<file path="config.mk">
export PLATFORM = sky130hd
export DESIGN_NAME = tagged_setting_stream_parser
export DESIGN_NICKNAME = d
export VERILOG_FILES = /design/src/rtl/core/tssp_pkg.sv /design/src/rtl/core/tagged_setting_stream_parser.sv
export SDC_FILE = /design/constraint.sdc
export NUM_CORES = 1
export LEC_CHECK = 0
export ABC_CLOCK_PERIOD_IN_PS = 9740
export BUFFER_PORTS_ARGS = -buffer_cell sky130_fd_sc_hd__buf_2
export CORE_MARGIN = 2
export CORE_UTILIZATION = 50
export CTS_CLUSTER_DIAMETER = 200
export DETAILED_ROUTE_END_ITERATION = 10
export HOLD_SLACK_MARGIN = 0.02
export PLACE_DENSITY = 0.75
export SYNTH_ARGS = -nofsm -noshare
export SYNTH_HDL_FRONTEND = slang
export SYNTH_SLANG_ARGS = --single-unit
</file>
<file path="constraint.sdc">
create_clock -name clk -period 9.74 [get_ports clk]
set_input_delay 1.948 -clock clk [delete_from_list [all_inputs] [get_ports clk]]
set_output_delay 1.948 -clock clk [all_outputs]
set_load 0.02 [all_outputs]
</file>
<file path="src/rtl/core/tssp_pkg.sv">
package tssp_pkg;

  localparam int unsigned NUM_SETTINGS = 12;
  localparam int unsigned SET_IDX_W    = 4;
  localparam int unsigned KEPT_SETTING = 4;

  localparam logic [7:0] TAG_END       = 8'h00;
  localparam logic [7:0] TAG_LONG_SKIP = 8'hFF;
  localparam logic [7:0] TAG_SETTING   = 8'h80;

  localparam logic [7:0] SETTING_DEFAULTS [NUM_SETTINGS] = '{
    8'hFF, 8'hFF, 8'h00, 8'h00, 8'h00, 8'h00,
    8'hFF, 8'hFF, 8'hFF, 8'h00, 8'hFF, 8'hFF
  };

  typedef enum logic [1:0] {
    PH_IDLE,
    PH_SKIP,
    PH_TAG,
    PH_VALUE
  } phase_t;

  typedef struct packed {
    logic [7:0] stream_byte;
    logic       record_start;
  } in_item_t;

  typedef struct packed {
    logic [7:0] setting_0;
    logic [7:0] setting_1;
    logic [7:0] setting_2;
    logic [7:0] setting_3;
    logic [7:0] setting_4;
    logic [7:0] setting_5;
    logic [7:0] setting_6;
    logic [7:0] setting_7;
    logic [7:0] setting_8;
    logic [7:0] setting_9;
    logic [7:0] setting_10;
    logic [7:0] setting_11;
  } out_item_t;

endpackage

</file>
<file path="src/rtl/core/tagged_setting_stream_parser.sv">
// Tagged setting stream parser.
// Input channel (in_valid/in_ready/in_data) carries one record byte per item,
// with record_start set on the first header byte. Output channel
// (out_valid/out_ready/out_data) carries one item holding all twelve settings
// for each record that ends with a zero tag; other bytes produce nothing.
// Rate: one input item per cycle. Each byte is decoded by short logic in the
// cycle it is accepted and updates the parser state directly.
// Output: the settings item is registered and appears in out_data in the cycle
// after its terminating tag byte is accepted.
// Stall: a single output register holds a finished item. While it is full and
// out_ready is low, in_ready drops, since the next byte might end another
// record; when out_ready is high the register refills in the same cycle, so
// back-to-back records keep full rate.
// Reset (rst, synchronous, active high): parser goes idle and ignores bytes
// until record_start; settings return to their defaults with setting 4 zero;
// the output register empties.
// Setting 4 keeps its value across records; all others are reloaded on start.
module tagged_setting_stream_parser #(
  parameter int unsigned HEADER_BYTES = 4,
  parameter int unsigned LONG_SKIP    = 6
) (
  input  logic                 clk,
  input  logic                 rst,
  input  logic                 in_valid,
  output logic                 in_ready,
  input  tssp_pkg::in_item_t   in_data,
  output logic                 out_valid,
  input  logic                 out_ready,
  output tssp_pkg::out_item_t  out_data
);

  localparam logic [2:0] HEADER_CNT = 3'(HEADER_BYTES);
  localparam logic [2:0] LONG_CNT   = 3'(LONG_SKIP);

  tssp_pkg::phase_t phase, phase_next;
  logic [2:0]       skip_count, skip_count_next;
  logic [6:0]       pending_index, pending_index_next;
  logic [7:0]       store      [tssp_pkg::NUM_SETTINGS];
  logic [7:0]       store_next [tssp_pkg::NUM_SETTINGS];
  logic [7:0]       store_eff  [tssp_pkg::NUM_SETTINGS];

  tssp_pkg::phase_t    phase_eff;
  logic                emit;
  logic                in_fire;
  tssp_pkg::out_item_t result;

  assign in_ready = !out_valid || out_ready;
  assign in_fire  = in_valid && in_ready;

  // Apply record start first: reload defaults, arm the header skip.
  always_comb begin
    logic [2:0] skip_eff;
    phase_eff = phase;
    skip_eff  = skip_count;
    for (int i = 0; i < tssp_pkg::NUM_SETTINGS; i++) begin
      if (in_data.record_start && i != tssp_pkg::KEPT_SETTING) begin
        store_eff[i] = tssp_pkg::SETTING_DEFAULTS[i];
      end else begin
        store_eff[i] = store[i];
      end
    end
    if (in_data.record_start) begin
      phase_eff = tssp_pkg::PH_SKIP;
      skip_eff  = HEADER_CNT;
    end
    // An empty skip falls straight through to tag position.
    if (phase_eff == tssp_pkg::PH_SKIP && skip_eff == 3'd0) begin
      phase_eff = tssp_pkg::PH_TAG;
    end

    // Next state.
    phase_next         = phase_eff;
    skip_count_next    = skip_eff;
    pending_index_next = pending_index;
    store_next         = store_eff;
    unique case (phase_eff)
      tssp_pkg::PH_SKIP: begin
        skip_count_next = skip_eff - 3'd1;
        if (skip_count_next == 3'd0) begin
          phase_next = tssp_pkg::PH_TAG;
        end
      end
      tssp_pkg::PH_VALUE: begin
        // Drop values aimed at unknown setting numbers.
        if (pending_index < 7'(tssp_pkg::NUM_SETTINGS)) begin
          store_next[pending_index[tssp_pkg::SET_IDX_W-1:0]] = in_data.stream_byte;
        end
        phase_next = tssp_pkg::PH_TAG;
      end
      tssp_pkg::PH_TAG: begin
        priority if (in_data.stream_byte == tssp_pkg::TAG_END) begin
          phase_next = tssp_pkg::PH_IDLE;
        end else if (in_data.stream_byte == tssp_pkg::TAG_LONG_SKIP) begin
          skip_count_next = LONG_CNT;
          phase_next = (LONG_CNT != 3'd0) ? tssp_pkg::PH_SKIP : tssp_pkg::PH_TAG;
        end else if (in_data.stream_byte < tssp_pkg::TAG_SETTING) begin
          skip_count_next = 3'd1;
          phase_next      = tssp_pkg::PH_SKIP;
        end else begin
          pending_index_next = 7'(in_data.stream_byte - tssp_pkg::TAG_SETTING);
          phase_next         = tssp_pkg::PH_VALUE;
        end
      end
      default: begin
        phase_next = tssp_pkg::PH_IDLE;
      end
    endcase
  end

  // Outputs of the decode: emit on a zero tag, with the settings as they stand.
  always_comb begin
    emit = (phase_eff == tssp_pkg::PH_TAG) && (in_data.stream_byte == tssp_pkg::TAG_END);
    result.setting_0  = store_eff[0];
    result.setting_1  = store_eff[1];
    result.setting_2  = store_eff[2];
    result.setting_3  = store_eff[3];
    result.setting_4  = store_eff[4];
    result.setting_5  = store_eff[5];
    result.setting_6  = store_eff[6];
    result.setting_7  = store_eff[7];
    result.setting_8  = store_eff[8];
    result.setting_9  = store_eff[9];
    result.setting_10 = store_eff[10];
    result.setting_11 = store_eff[11];
  end

  always_ff @(posedge clk) begin
    if (rst) begin
      phase         <= tssp_pkg::PH_IDLE;
      skip_count    <= 3'd0;
      pending_index <= 7'd0;
      for (int i = 0; i < tssp_pkg::NUM_SETTINGS; i++) begin
        store[i] <= (i == tssp_pkg::KEPT_SETTING) ? 8'h00 : tssp_pkg::SETTING_DEFAULTS[i];
      end
    end else if (in_fire) begin
      phase         <= phase_next;
      skip_count    <= skip_count_next;
      pending_index <= pending_index_next;
      store         <= store_next;
    end
  end

  // Output register: load on a finished record, clear when taken.
  always_ff @(posedge clk) begin
    if (rst) begin
      out_valid <= 1'b0;
    end else if (in_fire && emit) begin
      out_valid <= 1'b1;
    end else if (out_ready) begin
      out_valid <= 1'b0;
    end
  end

  always_ff @(posedge clk) begin
    if (in_fire && emit) begin
      out_data <= result;
    end
  end

`ifndef SYNTHESIS
  a_emit_goes_idle: assert property (@(posedge clk) disable iff (rst)
    in_fire && emit |=> phase == tssp_pkg::PH_IDLE)
    else $error("parser not idle after record end");

  a_start_keeps_setting4: assert property (@(posedge clk) disable iff (rst)
    in_fire && in_data.record_start |=> store[4] == $past(store[4]))
    else $error("record start changed setting 4");

  a_skip_nonzero: assert property (@(posedge clk) disable iff (rst)
    phase == tssp_pkg::PH_SKIP |-> skip_count != 3'd0)
    else $error("skip phase with empty count");

  a_stall_only_when_full: assert property (@(posedge clk) disable iff (rst)
    !in_ready |-> out_valid)
    else $error("input stalled with empty output register");

  a_out_from_tag: assert property (@(posedge clk) disable iff (rst)
    $rose(out_valid) |-> $past(in_fire && emit))
    else $error("output item without terminating tag");
`endif

endmodule
</file>
After elaboration in Yosys (flattened, before gate mapping)
Index checks and enable logic that the tools add are counted.
{ "totals": {"output_inout_bits": 98, "inputBits": 13, "elab_cells": 86, "regBits": 205} }
{ "classes": {"eq_ne": 5, "n_reduce_logical": 13, "addsub": 2, "bitwise": 4, "muxes": 30, "magnitude_cmp": 4} }
{ "op_table": {"columns": ["op", "count"], "rows": [
  ["2-to-1 mux 96 bit", 2],
  ["bitwise mux 96 bit", 1],
  ["2-to-1 mux 8 bit", 12],
  ["demux 8 bit (select 4 bit)", 1],
  ["2-to-1 mux 2 bit", 6],
  ["2-to-1 mux 3 bit", 4],
  ["== test 8 bit, second input constant", 1],
  ["logical NOT 8 bit", 1],
  ["less-than comparator 8 bit, second input constant", 1],
  ["less-than comparator 7 x 4 -> 1 bit, second input constant", 1],
  ["subtractor 7 x 1 -> 7 bit, second input constant", 1],
  ["logical NOT 3 bit", 2],
  ["one-hot mux 2 bit (3 select lines)", 1],
  ["one-hot mux 3 bit (2 select lines)", 1],
  [">= comparator 5 bit, second input constant", 1],
  ["logical AND 1 bit", 5],
  ["less-than comparator 5 x 1 -> 1 bit, second input constant", 1],
  ["inverter 4 -> 5 bit", 1],
  ["AND reduction 5 bit", 1],
  ["== test 2 x 1 -> 1 bit, second input constant", 2],
  ["== test 2 bit, second input constant", 2],
  ["inverter 1 bit", 3],
  ["AND reduction 3 bit", 1],
  ["subtractor 3 x 1 -> 3 bit, second input constant", 1],
  ["4 further kinds", 5]
]} }

Logic depth before layout (Yosys ltp)
{ "logic_depth": {"ltp_word": 8, "ltp_mapped": 12, "mapped_depth_nobuf": 10} }

Worst setup path after synthesis
OpenSTA, ideal clock, no wires.
{ "synth_timing": {"kind": "input-to-reg", "start": "input port in_data[0] in the netlist's numbering", "end": "register out_data[0] in the netlist's numbering, enable pin", "path_buffers": 2, "setup_slack_ns": 3.589, "cell_stages": 9, "arrival_time_ns": 5.685, "path_cell_list": "clkbuf_1 -> clkbuf_1 -> nand2b_1 -> ha_1 -> nor4b_1 -> nor2_1 -> inv_1 -> ha_1 -> and3_1"} }
{ "synth_between": {"elab_chain_len": 7, "elab_cells_between_ends": 9, "classes_between": "2 x eq/ne; 3 x mux; 4 x reduce/logical"} }
{ "synth_rtl": {"columns": ["item", "line", "rtl"], "rows": [
  ["start, declared", "tagged_setting_stream_parser.sv:26", "input tssp_pkg::in_item_t in_data,"],
  ["2-to-1 mux 2 bit / 2-to-1 mux 3 bit (equally long branches)", "tagged_setting_stream_parser.sv:62", "if (in_data.record_start) begin"],
  ["== test 2 x 1 -> 1 bit / logical NOT 3 bit (equally long branches)", "tagged_setting_stream_parser.sv:67", "if (phase_eff == tssp_pkg::PH_SKIP && skip_eff == 3'd0) begin"],
  ["logical AND 1 bit", "tagged_setting_stream_parser.sv:67", null],
  ["2-to-1 mux 2 bit (*)", "tagged_setting_stream_parser.sv:67", null],
  ["== test 2 bit (*)", "tagged_setting_stream_parser.sv:112", "emit = (phase_eff == tssp_pkg::PH_TAG) && (in_data.stream_byte == tssp_pkg::TAG_END);"],
  ["logical AND 1 bit (*)", "tagged_setting_stream_parser.sv:112", null],
  ["logical AND 1 bit (*)", "tagged_setting_stream_parser.sv:155", "if (in_fire && emit) begin"],
  ["end signal, assigned", "tagged_setting_stream_parser.sv:156", "out_data <= result;"],
  ["end, declared", "tagged_setting_stream_parser.sv:29", "output tssp_pkg::out_item_t out_data"]
]} }
Every way passes the cells marked *; elsewhere a longest branch is shown, timed or not.
A chain may end at the register's enable or synchronous reset.

Worst setup path in the final report
{ "layout_timing": {"start": "input port in_data[0] in the netlist's numbering", "end": "register out_data[3] in the netlist's numbering, enable pin"} }
Same word-level chain as after synthesis.

==> results.py <==
metrics = {
    "power": {
        "total_power_w": 0.00176,
        "p_leak_nw": 3.11,
        "ir_drop_v": 0.000136,
        "p_per_area_nw_per_um2": 195,
    },
    "run": {
        "drv_cap": 0,
    },
    "sta": {
        "max_freq_mhz": 205,
        "drv_slew": 0,
        "tightest_slew_ns": 1.25,
        "tns_ns": 0,
        "period_minus_slack_ns": 4.88,
        "hold_viol_final": 0,
        "post-route-period-util_pct": 50.1,
        "rsz0062_at_grt": "no",
        "setup_viol": 0,
        "skew_ns": 0.0194,
        "slew_headroom_pct": 16.4,
    },
    "synthesis": {
        "synth.avg_cell_area_um2": 13.0,
        "ys_warn_count": 0,
        "syn_nets": 605,
        "yosysMostFrequentCell": "dfxtp_1",
        "synth_commonest_cells": "dfxtp_1 (109), edfxtp_1 (96), nor2b_1 (53), or2_2 (46), nor2_1 (41)",
        "synth_top_flop_cell": "dfxtp_1",
        "synth.cell_area_um2": 7620,
        "synth_edf_count": 96,
        "synth-async-reset-ratio_pct": 0,
        "syn_inst": 586,
        "yosysTopAreaCell": "edfxtp_1",
        "synth_seq_cells": 205,
        "synthTopCellsByArea": "edfxtp_1 (38%), dfxtp_1 (29%), a2bb2oi_1 (4.4%)",
        "synth-seq-area-share_pct": 66.4,
        "synth_top_cell_area_share_pct": 37.8,
        "ys_types": 54,
    },
    "run_status": {
        "outcome": "complete, no violations",
    },
    "cells_and_area": {
        "fin_cells": 896,
        "multi_input_area_um2": 2430,
        "drive_above_1_share_pct": 28.2,
        "n_antenna_cell": 0,
        "fin_util_pct": 60.0,
        "area_delta_synth_final_pct": 18.4,
        "layout.nets": 713,
        "nFillCells": 1175,
        "post-route-cell-area_um2": 9030,
        "seqCellArea_um2": 5060,
    },
    "detailed_routing": {
        "drc": 0,
        "postRouteAntennaNets": 0,
        "drtIter0Drc": 414,
        "wl_um": 15700,
        "vias_per_cell": 5.57,
        "num_vias": 4987,
        "post_drt_wl_per_cell_um": 17.5,
        "drt-pass1-iter-count": 5,
    },
    "grt": {
        "grt_overflow": 0,
        "first_global_vias": 4920,
        "grt_usage_pct": 19.1,
        "antenna_found_initial": 0,
        "grt_max_degree": 102,
        "grt_pass1_wl_um": 25200,
    },
    "critical_path": {
        "worst-path-buf-inv": 2,
        "path_class": "primary input to flip-flop",
        "crit_arrival_ns": 4.97,
        "slowest_delay_ns": 0.97,
        "reg2reg_from": "skip_count[0]",
        "cp_data_required_time_ns": 9.83,
        "critPathTopFamily": "simple AND/OR/NAND/NOR gates",
        "cp-start-kind": "primary input",
        "r2r_end": "out_data[3]",
        "rrSetupSlack_ns": 6.82,
        "path_cells": "buf_2 > buf_4 > nand2b_1 > ha_1 > nand3b_1 > a21oi_1 > ha_1 > and3_4",
        "crit_path_end_kind": "flip-flop",
        "path_max_fanout": 101,
        "ff2ff_path_depth": 6,
        "crit_slowest_cell": "and3_4",
        "path_common_cell": "ha_1",
    },
    "floorplanning": {
        "fp-row-count": 45,
        "start_util_pct": 50.7,
        "die_x_um": 127,
        "core-area_um2": 15000,
        "ios": 111,
        "die_area_um2": 16300,
        "die_h_um": 127,
    },
    "clock_tree": {
        "clock_latency_ns": 0.49,
        "cts_tree": "done",
        "root_buffer": "clkbuf_16",
        "cts_buffer_depth": 3,
        "clk_pin_slew_worst_paths_ns": 0.06,
        "cts_resized": 0,
        "cts.sinks": 205,
        "post_cts_buffers": 0,
        "cts_hold_buf": 0,
        "cts_buffers": 20,
        "htree_levels": 1,
    },
    "placement": {
        "gp_congestion": 0.841,
        "port_buffers": 110,
        "hpwl_um": 10500,
        "place_area_um2": 8320,
        "dp.cells": 860,
    },
    "worst_hold_path": {
        "hold_class": "flip-flop to flip-flop",
        "hold_depth": 0,
        "hold_end": "out_data[61]",
    },
}
[routing by layer]
metal	track usage [%]	up-vias	routed length, um
li1	-	2369	-
met4	6.21	0	359
met2	31.4	172	7630
met3	3.18	32	912
met1	26.0	2414	6820
met5	0	-	0
[where the power goes]
part | leakage [nW] | switching [W] | internal [W]
Combinational | 1.07 | 0.0000400 | 0.0000166
Clock | 0.352 | 0.000316 | 0.000488
Sequential | 1.68 | 0.00000158 | 0.000894
Total | 3.11 | 0.000358 | 0.00140
[worst register-to-register path: stages (launching register included)]
cell	delay, ns
dfxtp_1	0.33
nand2b_1	0.15
ha_1	0.20
nand3b_1	0.09
a21oi_1	0.34
ha_1	0.30
and3_4	0.97
[cell type report]
cell class | count | share of cell area (%)
sequential | 205 | 56.1
multi-input combinational | 348 | 26.9
clock buffer | 27 | 6.64
timing repair buffer | 111 | 6.18
tap | 188 | 2.61
clock inverter | 9 | 1.18
inverter | 8 | 0.333
[per-stage QoR]
step                      setup slack [ns]  hold WS, ns
after detailed placement              4.40        0.407
after global placement                4.62        0.405
after global routing                  4.52        0.441
after CTS                             4.89        0.430
final                                 4.86        0.425
after floorplan                       3.59        0.401
[how the worst max path moves through the flow]
| stage | startpoint | end | slack, ns | cells past startpoint |
|---|---|---|---|---|
| after floorplan | in_data[0] | out_data[0] | 3.59 | 9 |
| after global placement | in_data[0] | out_data[95] | 4.62 | 9 |
| after detailed placement | in_data[0] | out_data[15] | 4.40 | 8 |
| after CTS | in_data[0] | out_data[90] | 4.89 | 8 |
| after global routing | in_data[0] | out_data[92] | 4.52 | 9 |
| final | in_data[0] | out_data[3] | 4.86 | 8 |
[layout by cell type, fill, tap and decap left out, types with 13 or more instances in the layout]
cell / count
a2bb2oi_1: 38
nor2b_1: 53
edfxtp_1: 96
dfxtp_1: 109
clkbuf_16: 22
buf_2: 110
nor2_1: 41
mux2i_1: 16
nand3_1: 13
a22o_1: 32
or2_2: 46
[registers in the layout, summed over array words and instances, names as in the netlist, named ones only]
register,cells
pending_index,7
out_valid,1
store,88
out_data,96
phase,2
skip_count,3
[kinds of logic (layout without fill, tap and decap cells)]
| family | Yosys count | count (layout) | synth area share (%) |
|---|---|---|---|
| AO/OA/AOI/OAI | 121 | 121 | 12.8 |
| adder cells (fa/ha/maj) | 6 | 6 | 0.985 |
| buffers and inverters | 33 | 155 | 1.74 |
| XOR/XNOR | 1 | 1 | 0.115 |
| flip-flops | 205 | 205 | 66.4 |
| AND/OR/NAND/NOR | 196 | 196 | 14.7 |
| multiplexers | 24 | 24 | 3.28 |
Power figures use the tool's default switching activity.
